<file path="src/bur_pkg.sv">
// Shared types, constants and helpers of the bounded undo/redo history stack.
`default_nettype none

package bur_pkg;

   localparam int DEPTH = 64;
   localparam int IDX_W = (DEPTH > 1) ? $clog2(DEPTH) : 1;
   localparam int PTR_W = $clog2(DEPTH + 1);
   localparam int SUM_W = $clog2(2 * DEPTH);

   typedef enum logic [1:0] {
      CMD_PUSH = 2'd0,
      CMD_UNDO = 2'd1,
      CMD_REDO = 2'd2,
      CMD_MARK = 2'd3
   } cmd_type;

   typedef enum logic [1:0] {
      KIND_INS_CHAR = 2'd0,
      KIND_DEL_CHAR = 2'd1,
      KIND_INS_NL   = 2'd2,
      KIND_JOIN_ROW = 2'd3
   } kind_type;

   typedef struct packed {
      logic [1:0]  cmd;
      logic [1:0]  edit_kind;
      logic [11:0] cur_line;
      logic [11:0] cur_column;
      logic [11:0] edit_line;
      logic [11:0] edit_column;
      logic [7:0]  char_code;
      logic        made_new_line;
   } req_type;

   typedef struct packed {
      logic        entry_valid;
      logic [1:0]  out_kind;
      logic [11:0] out_cur_line;
      logic [11:0] out_cur_column;
      logic [11:0] out_edit_line;
      logic [11:0] out_edit_column;
      logic [7:0]  out_char;
      logic        out_new_line;
      logic        dirty;
      logic        undo_possible;
      logic        redo_possible;
   } rsp_type;

   // one stored record, 59 bits
   typedef struct packed {
      logic        new_line;
      logic [7:0]  char_code;
      logic [11:0] edit_column;
      logic [11:0] edit_line;
      logic [11:0] cur_column;
      logic [11:0] cur_line;
      logic [1:0]  kind;
   } rec_type;

   // physical slot of a logical position in the ring
   function automatic logic [IDX_W-1:0] slot_of(input logic [IDX_W-1:0] base,
                                               input logic [PTR_W-1:0] pos);
      logic [SUM_W-1:0] sum;
      sum = SUM_W'(base) + SUM_W'(pos);
      if (sum >= SUM_W'(DEPTH)) begin
         sum = sum - SUM_W'(DEPTH);
      end
      return sum[IDX_W-1:0];
   endfunction

   function automatic rec_type make_rec(input req_type req);
      rec_type rec;
      rec.kind        = req.edit_kind;
      rec.cur_line    = req.cur_line;
      rec.cur_column  = req.cur_column;
      rec.edit_line   = req.edit_line;
      rec.edit_column = req.edit_column;
      rec.char_code   = req.char_code;
      rec.new_line    = req.made_new_line;
      if (req.edit_kind != KIND_INS_CHAR) begin
         rec.new_line = 1'b0;
      end
      if (req.edit_kind == KIND_INS_NL) begin
         rec.edit_column = '0;
         rec.char_code   = '0;
      end
      if (req.edit_kind == KIND_JOIN_ROW) begin
         rec.char_code = '0;
      end
      return rec;
   endfunction

endpackage

`default_nettype wire

</file>
<file path="src/bounded_undo_redo_stack.sv">
// Top level of the bounded undo/redo history stack.
//
// Commands arrive on req_data and transfer at a rising edge with start high
// and busy low. cmd selects push, undo, redo or mark saved; push takes the
// edit record fields, the others ignore them.
// Every command gives exactly one result on rsp_data, shown with rsp_strobe
// for one cycle, the cycle after the command's transfer. Undo and redo return
// the stepped-over record with entry_valid set; otherwise the record fields
// read zero. dirty, undo_possible and redo_possible reflect the state after
// the command.
// The records sit in a ring memory of DEPTH entries with a registered read
// port; position, entry count, ring base and saved mark are registers
// updated at the transfer edge, so a full store evicts by moving the base.
// A command can be given every cycle and busy stays low, since the memory
// write of a push lands before a following undo reads.
// The receiver cannot stall; each result is taken in its strobe cycle.
// Reset empties the history and sets the saved mark to position zero, so the
// store reads clean; memory contents are left as they are.
`default_nettype none

module bounded_undo_redo_stack
   import bur_pkg::*;
(
   input  wire logic    clock,
   input  wire logic    reset,
   input  wire logic    start,
   output logic         busy,
   input  wire req_type req_data,
   output logic         rsp_strobe,
   output rsp_type      rsp_data
);

   rec_type          history [DEPTH];

   logic [PTR_W-1:0] pos_ff, pos_in;
   logic [PTR_W-1:0] count_ff, count_in;
   logic [IDX_W-1:0] base_ff, base_in;
   logic [PTR_W-1:0] mark_ff, mark_in;
   logic             mark_ok_ff, mark_ok_in;

   logic             strobe_ff;
   logic             entry_ff, entry_in;
   logic             dirty_ff, undo_ff, redo_ff;
   rec_type          rd_q_ff;

   logic             accept;
   logic             wr_en, rd_en;
   logic [IDX_W-1:0] wr_idx, rd_idx;
   logic [PTR_W-1:0] pos_pre;
   logic             mark_ok_pre;

   assign busy   = 1'b0;
   assign accept = start && !busy;

   always_comb begin
      pos_in      = pos_ff;
      count_in    = count_ff;
      base_in     = base_ff;
      mark_in     = mark_ff;
      mark_ok_in  = mark_ok_ff;
      entry_in    = 1'b0;
      wr_en       = 1'b0;
      rd_en       = 1'b0;
      wr_idx      = '0;
      rd_idx      = '0;
      pos_pre     = pos_ff;
      mark_ok_pre = mark_ok_ff;
      if (accept) begin
         unique case (cmd_type'(req_data.cmd))
            CMD_PUSH: begin
               // redo entries go; a mark among them is lost
               if (mark_ok_ff && (mark_ff > pos_ff)) begin
                  mark_ok_pre = 1'b0;
               end
               mark_ok_in = mark_ok_pre;
               if (pos_ff == PTR_W'(DEPTH)) begin
                  // full: drop the oldest record
                  base_in = (base_ff == IDX_W'(DEPTH - 1)) ? '0 : base_ff + 1'b1;
                  pos_pre = pos_ff - 1'b1;
                  if (mark_ok_pre && (mark_ff != '0)) begin
                     mark_in = mark_ff - 1'b1;
                  end else begin
                     mark_ok_in = 1'b0;
                  end
               end
               wr_en    = 1'b1;
               wr_idx   = slot_of(base_in, pos_pre);
               pos_in   = pos_pre + 1'b1;
               count_in = pos_pre + 1'b1;
            end
            CMD_UNDO: begin
               if (pos_ff != '0) begin
                  pos_in   = pos_ff - 1'b1;
                  rd_en    = 1'b1;
                  rd_idx   = slot_of(base_ff, pos_ff - 1'b1);
                  entry_in = 1'b1;
               end
            end
            CMD_REDO: begin
               if (pos_ff < count_ff) begin
                  pos_in   = pos_ff + 1'b1;
                  rd_en    = 1'b1;
                  rd_idx   = slot_of(base_ff, pos_ff);
                  entry_in = 1'b1;
               end
            end
            CMD_MARK: begin
               mark_in    = pos_ff;
               mark_ok_in = 1'b1;
            end
            default: begin
            end
         endcase
      end
   end

   always_ff @(posedge clock) begin
      if (reset) begin
         pos_ff     <= '0;
         count_ff   <= '0;
         base_ff    <= '0;
         mark_ff    <= '0;
         mark_ok_ff <= 1'b1;
         strobe_ff  <= 1'b0;
         entry_ff   <= 1'b0;
         dirty_ff   <= 1'b0;
         undo_ff    <= 1'b0;
         redo_ff    <= 1'b0;
      end else begin
         pos_ff     <= pos_in;
         count_ff   <= count_in;
         base_ff    <= base_in;
         mark_ff    <= mark_in;
         mark_ok_ff <= mark_ok_in;
         strobe_ff  <= accept;
         entry_ff   <= entry_in;
         dirty_ff   <= !(mark_ok_in && (mark_in == pos_in));
         undo_ff    <= (pos_in != '0);
         redo_ff    <= (pos_in < count_in);
      end
   end

   always_ff @(posedge clock) begin
      if (wr_en) begin
         history[wr_idx] <= make_rec(req_data);
      end
   end

   always_ff @(posedge clock) begin
      if (rd_en) begin
         rd_q_ff <= history[rd_idx];
      end
   end

   always_comb begin
      rsp_data                 = '0;
      rsp_data.entry_valid     = entry_ff;
      rsp_data.dirty           = dirty_ff;
      rsp_data.undo_possible   = undo_ff;
      rsp_data.redo_possible   = redo_ff;
      if (entry_ff) begin
         rsp_data.out_kind        = rd_q_ff.kind;
         rsp_data.out_cur_line    = rd_q_ff.cur_line;
         rsp_data.out_cur_column  = rd_q_ff.cur_column;
         rsp_data.out_edit_line   = rd_q_ff.edit_line;
         rsp_data.out_edit_column = rd_q_ff.edit_column;
         rsp_data.out_char        = rd_q_ff.char_code;
         rsp_data.out_new_line    = rd_q_ff.new_line;
      end
   end

   assign rsp_strobe = strobe_ff;

endmodule

`default_nettype wire

</file>
<file path="config.mk">
export PLATFORM = sky130hd
export DESIGN_NAME = bounded_undo_redo_stack
export DESIGN_NICKNAME = d
export VERILOG_FILES = /design/src/bur_pkg.sv /design/src/bounded_undo_redo_stack.sv
export SDC_FILE = /design/constraint.sdc
export NUM_CORES = 2
export LEC_CHECK = 0
export BUFFER_PORTS_ARGS = -buffer_cell sky130_fd_sc_hd__buf_2
export CAP_MARGIN = 30
export CORE_MARGIN = 4
export CORE_UTILIZATION = 61
export DETAILED_ROUTE_END_ITERATION = 16
export PLACE_DENSITY = 0.77
export SYNTH_ARGS = -nofsm -noshare
export SYNTH_HDL_FRONTEND = slang
export SYNTH_SLANG_ARGS = --single-unit
</file>
<file path="constraint.sdc">
create_clock -name clock -period 8.35 [get_ports clock]
set_clock_uncertainty 0.1 [all_clocks]
set_input_delay 0.4175 -clock clock [delete_from_list [all_inputs] [get_ports clock]]
set_output_delay 0.4175 -clock clock [all_outputs]
set_load 0.01 [all_outputs]
</file>
### Word-level counts from Yosys, hierarchy flattened

Memory sizes are Yosys's and may differ from the RTL's. A register that Yosys moved wholly into a read port is not among the register bits.
Index checks and enable logic that the tools add are counted.

| cells by class | value |
|---|---|
| eq/ne operators | 8 |
| mux-type cells | 48 |
| $add $sub $neg | 11 |
| reduce and logical (&&, ||, !) cells | 10 |
| magnitude comparators | 6 |

Operator list:

| kind | count |
|---|---|
| two-way mux 7 bit | 11 |
| two-way mux 6 bit | 12 |
| two-way mux 59 bit | 1 |
| two-way mux 20 bit | 2 |
| adder 6 x 7 -> 7 bit | 3 |
| greater-or-equal comparator 7 bit, second input constant | 3 |
| one-hot mux 7 bit (3 select lines) | 1 |
| nonzero test 7 bit | 3 |
| subtractor 6 x 1 -> 6 bit, second input constant | 3 |
| two-way mux 8 bit | 2 |
| two-way mux 1 bit | 15 |
| adder 7 x 1 -> 7 bit, second input constant | 2 |
| < comparator 7 bit | 2 |
| one-hot mux 7 bit (2 select lines) | 1 |
| subtractor 7 x 1 -> 7 bit, second input constant | 2 |
| one-hot mux 6 bit (2 select lines) | 1 |
| == test 2 bit, second input constant | 4 |
| == test 7 bit | 1 |
| == test 7 bit, second input constant | 1 |
| greater-than comparator 7 bit | 1 |
| adder 6 x 1 -> 6 bit, second input constant | 1 |
| == test 6 bit, second input constant | 1 |
| one-hot mux 1 bit (2 select lines) | 2 |
| logical AND 1 bit | 3 |
| 5 further kinds | 5 |

| word-level totals | value |
|---|---|
| memories kept | 1 |
| input port bits | 64 |
| output and inout port bits | 65 |
| register bits after elaboration | 33 |
| RAM bits | 3776 |

Memory list:

| memory | words | bits a word | read ports | clocked after Yosys merged registers in | write ports | RTL line | text |
|---|---|---|---|---|---|---|---|
| history | 64 | 59 | 1 | 1 | 1 | bounded_undo_redo_stack.sv:33 | `rec_type history [DEPTH];` |

### Longest topological paths before layout

| depth | value |
|---|---|
| depth in word-level cells | 13 |
| gate-level depth with buffers | 18 |
| depth with buffers taken out | 17 |

### Worst setup path before layout

No wires, ideal clock.

| timing | value |
|---|---|
| kind | register to register |
| start point | register pos_ff[0] |
| end point | memory history[51][0] (netlist name) (enable) |
| arrival | 6085 ps |
| path slack | 1689 ps |
| buffers on the path | 1 |
| stages on the path, launching flop included | 17 |
| cell sequence | dfxtp_1 -> clkbuf_1 -> clkinv_1 -> ha_1 -> and4bb_2 -> nand2_1 -> nor3_1 -> a21o_1 -> ha_1 -> fa_1 -> a21o_1 -> a21oi_1 -> xnor2_1 -> nand2_1 -> a21oi_1 -> nand2_1 -> nor2_1 |

| on the way | value |
|---|---|
| longest elaborated chain between the ends | 9 |
| elaborated cells on any way between the ends | 14 |
| those cells by class | add/sub (3); order compare (1); eq/ne (1); mux (9) |

Ends and longest elaborated chain:

| what | RTL line | text |
|---|---|---|
| start: declaration | bounded_undo_redo_stack.sv:35 | `logic [PTR_W-1:0] pos_ff, pos_in;` |
| start signal: assignment | bounded_undo_redo_stack.sv:130 | `pos_ff <= pos_in;` |
| subtractor 7 x 1 -> 7 bit or == test 7 bit (tied branches) | bounded_undo_redo_stack.sv:79, bounded_undo_redo_stack.sv:76 |  |
| two-way mux 7 bit or two-way mux 6 bit (tied branches) | bounded_undo_redo_stack.sv:76 | `if (pos_ff == PTR_W'(DEPTH)) begin` |
| two-way mux 7 bit or two-way mux 6 bit (tied branches) | bounded_undo_redo_stack.sv:69 | `unique case (cmd_type'(req_data.cmd))` |
| two-way mux 7 bit or two-way mux 6 bit (tied branches) | bounded_undo_redo_stack.sv:68 | `if (accept) begin` |
| adder 6 x 7 -> 7 bit * | bur_pkg.sv:65 | `sum = SUM_W'(base) + SUM_W'(pos);` |
| subtractor 6 x 1 -> 6 bit or greater-or-equal comparator 7 bit (tied branches) | bur_pkg.sv:67, bur_pkg.sv:66 |  |
| two-way mux 6 bit * | bur_pkg.sv:66 | `if (sum >= SUM_W'(DEPTH)) begin` |
| two-way mux 6 bit * | bounded_undo_redo_stack.sv:69 |  |
| two-way mux 6 bit * | bounded_undo_redo_stack.sv:68 |  |
| end: declaration | bounded_undo_redo_stack.sv:33 |  |

Mark *: on every way between the ends. The rest lies on a longest branch, timed or not. The select of a mux whose other input is x is not followed.

### Final worst setup path

| timing | value |
|---|---|
| start point | register pos_ff[0] |
| end point | memory history[7][47] (netlist name) (enable) |

Same word-level chain as after synthesis.

==> impl_metrics.py <==
metrics = {
    "timing": {
        "final_setup_violations": 0,
        "setup-tns-final_ns": 0,
        "setup_repair_after_global_routing_missed_its_margin": "no",
        "timing.max_slew.rel_slack": 0.2341,
        "timing.final.max_slew_violations": 0,
        "finalCriticalPeriod_ns": 6.538,
        "final-hold-violation-count": 0,
        "min_period_over_period": 0.7830,
        "maxClockFrequency_ghz": 0.1529,
        "timing_worst_slew_pin_value_ns": 1.149,
        "fin_hold_ws_ns": 0.05495,
        "final_critical_path_setup_slack_ns": 1.812,
    },
    "global_routing": {
        "grt_first_pass_wirelength_mm": 648.3,
        "grt-busiest-layer": "met2",
        "overflow": 0,
        "groute.layer.met3.usage": 0.1158,
        "globalRouteMet1Util": 0.4733,
        "antenna_found_initial": 29,
        "first_global_vias": 88630,
        "maximum_number_of_pins_on_one_net_before_global_route_repair": 159,
        "grtUsageMet2": 0.5268,
        "grt.total_usage": 0.3544,
    },
    "place": {
        "placed_area_um2": 157500,
        "post-place-ws_ns": 2.016,
        "gp_routability_congestion": 0.8636,
        "io_port_bufs": 127,
        "dp_hpwl_mm": 241.5,
    },
    "synthesis": {
        "yosysUniqueCellTypes": 88,
        "synth_top_area_frac": 0.7598,
        "synth.yosys.seq_area_share": 0.7642,
        "post_synthesis_average_cell_area_um2": 17.72,
        "synth-main-ff-cell": "sky130_fd_sc_hd__edfxtp_1",
        "synth_warnings": 0,
        "synth_top_cells_by_area": "sky130_fd_sc_hd__edfxtp_1, sky130_fd_sc_hd__mux4_2, sky130_fd_sc_hd__nand2_1",
        "synth-edff-count": 3835,
        "netlist.top_cell.by_area": "sky130_fd_sc_hd__edfxtp_1",
        "synthCells": 8553,
        "postSynth.asyncResetShare": 0,
        "postSynthRegisterBits": 3868,
        "post_synth_instance_area_um2": 151600,
        "ys_top_cells_by_count": "sky130_fd_sc_hd__edfxtp_1, sky130_fd_sc_hd__nand2_1, sky130_fd_sc_hd__mux4_2, sky130_fd_sc_hd__nand3_1, sky130_fd_sc_hd__a21oi_1",
        "syn-num-nets": 8665,
        "synth_most_common_cell": "sky130_fd_sc_hd__edfxtp_1",
    },
    "route": {
        "dr_vias": 90180,
        "drt-pass1-iter-count": 7,
        "postRouteAntennaNets": 0,
        "vias_per_cell": 7.220,
        "drt-total-wl_mm": 457.5,
        "post_drt_wl_per_cell_um": 36.62,
        "post-route-drc-count": 0,
        "drt_iter0_drc": 17260,
    },
    "clocking": {
        "ctsHoldBuffers": 33,
        "cts_setup_buffers": 0,
        "cts_buffers": 381,
        "clk_path_buf_depth": 4,
        "clk_root_buffer_cell": "sky130_fd_sc_hd__clkbuf_16",
        "clock_insertion_delay_worst_skew_ns": 0.98,
        "cts.repair.resized": 0,
        "htree_num_levels": 5,
        "num_clock_sinks": 3868,
        "clk_pin_slew_ns": 0.06,
        "cts_tree": "done",
    },
    "pwr": {
        "comb_power_share": 0.039,
        "vdd_ir_drop_max_v": 0.0002378,
        "sw_pwr_mw": 8.242,
        "internal-power_mw": 31.37,
        "power.leakage_nw": 55.89,
        "power_density_normalized_to_cell_area_nw_per_um2": 232.8,
        "totalPowerFinal_mw": 39.61,
        "power_frac_clock": 0.420,
        "pwr-share-seq": 0.541,
        "netSwitchingFraction": 0.2081,
    },
    "critical_path": {
        "cp_num_buf_inv": 3,
        "startpoint_type": "flip-flop",
        "worst_path_max_delay_cell": "sky130_fd_sc_hd__buf_4",
        "required_time_of_the_critical_path_ns": 8.85,
        "timing.rr.start": "pos_ff[0]",
        "timing.critical_path.cells": "clkinv_1 > ha_1 > and4bb_2 > nand2_1 > nand2_1 > o21ai_0 > ha_1 > a21o_1 > a21o_1 > a21o_1 > a21oi_1 > xnor2_1 > nand2_1 > nand3_1 > nor2_4 > buf_4 > buf_4",
        "critical_path_class": "reg2reg",
        "critical_path.startpoint": "pos_ff[0]",
        "worstPathArrival_ns": 7.03,
        "path_max_fanout": 34,
        "critical_path.top_delay_family": "simple AND/OR/NAND/NOR gates",
        "max_stage_delay_ns": 0.74,
        "worstSetupEndpointType": "flip-flop",
    },
    "final_layout": {
        "fin_nets": 8987,
        "final_layout_size_suffix_gt1_frac": 0.1818,
        "area_delta_synth_final_pct": 12.27,
        "fin_area_um2": 170200,
    },
    "outcome": {
        "outcome": "complete, no violations",
    },
    "worst_hold_path": {
        "min_path_type": "in2reg",
        "timing.hold.worst.start": "req_data[26]",
    },
    "floorplan": {
        "design.core.area_um2": 246600,
        "initial_core_util": 0.6145,
        "chipHeight_um": 506.5,
        "dieWidth_um": 506.5,
        "ioPinCount": 129,
        "num_rows": 182,
        "die_area_um2": 256500,
    },
    "run": {
        "max_cap_viols": 0,
    },
}
## power groups by stage
stage | logic, mW | registers [mW] | clock network (mW)
CTS | 1.47 | 21.4 | 16.7
finish | 1.54 | 21.4 | 16.7
global route | 1.60 | 21.4 | 17.5
detailed placement | 1.44 | 21.8 | 0
floorplan | 0.780 | 21.8 | 0
global placement | 1.36 | 21.8 | 0
## registers in the layout, indices dropped and copies added, names as in the netlist
signal / count
rd_q_ff: 59
history: 3776
entry_ff: 1
redo_ff: 1
dirty_ff: 1
base_ff: 6
mark_ok_ff: 1
count_ff: 7
mark_ff: 7
rsp_strobe: 1
pos_ff: 7
undo_ff: 1
## stage by stage
step | util | std cells
global route | 0.6898 | 12470
CTS | 0.6878 | 12440
finish | 0.6900 | 12490
floorplan | - | 8553
global placement | 0.6349 | 11700
detailed placement | 0.6385 | 11740
## cells by family after synthesis
group,after synthesis,share of synthesized area
flip-flops,3868,0.7642
AND/OR/NAND/NOR,2177,0.06331
AO/OA/AOI/OAI,1249,0.06003
multiplexers,594,0.08439
buffers and inverters,584,0.02208
adder cells (fa/ha/maj),48,0.004111
XOR/XNOR,32,0.001849
other,1,0.00002474
## layout by cell type (no fill, tap or decap), drive strengths merged, types with 45 or more instances in the layout
cell	instances
a32oi	146
o21ai	90
nand3	396
clkinv	151
and2	77
a21oi	214
edfxtp	3835
a21o	72
nor2	190
and3	122
buf	449
a311oi	65
ha	45
a22oi	191
nand2	1237
a211oi	182
a31oi	103
mux4	543
clkbuf	457
## path summary, 6_finish.rpt
kind	end	slack, ns	depth (start not counted)
setup / recovery	history[7][47]	1.81	17
hold / removal	history[49][31]	0.05	2
setup reg to reg	history[7][47]	1.81	17
hold reg to reg	count_ff[3]	0.43	2
## per-layer routing
metal / up-vias / share of wire
li1: 34920 / -
met1: 44650 / 0.32
met2: 8824 / 0.45
met3: 1769 / 0.16
met4: 12 / 0.065
met5: - / 0.00030
## area by class of cell
class / count / area (µm²)
timing repair buffer: 494 / 5066
clock inverter: 207 / 1963
sequential: 3868 / 115800
clock buffer: 456 / 9879
multi-input combinational: 4101 / 33110
fill: 14610 / 76460
tap: 3312 / 4144
inverter: 29 / 108.9
antenna: 24 / 60.06
No activity file was read; power rests on OpenSTA's default activity.
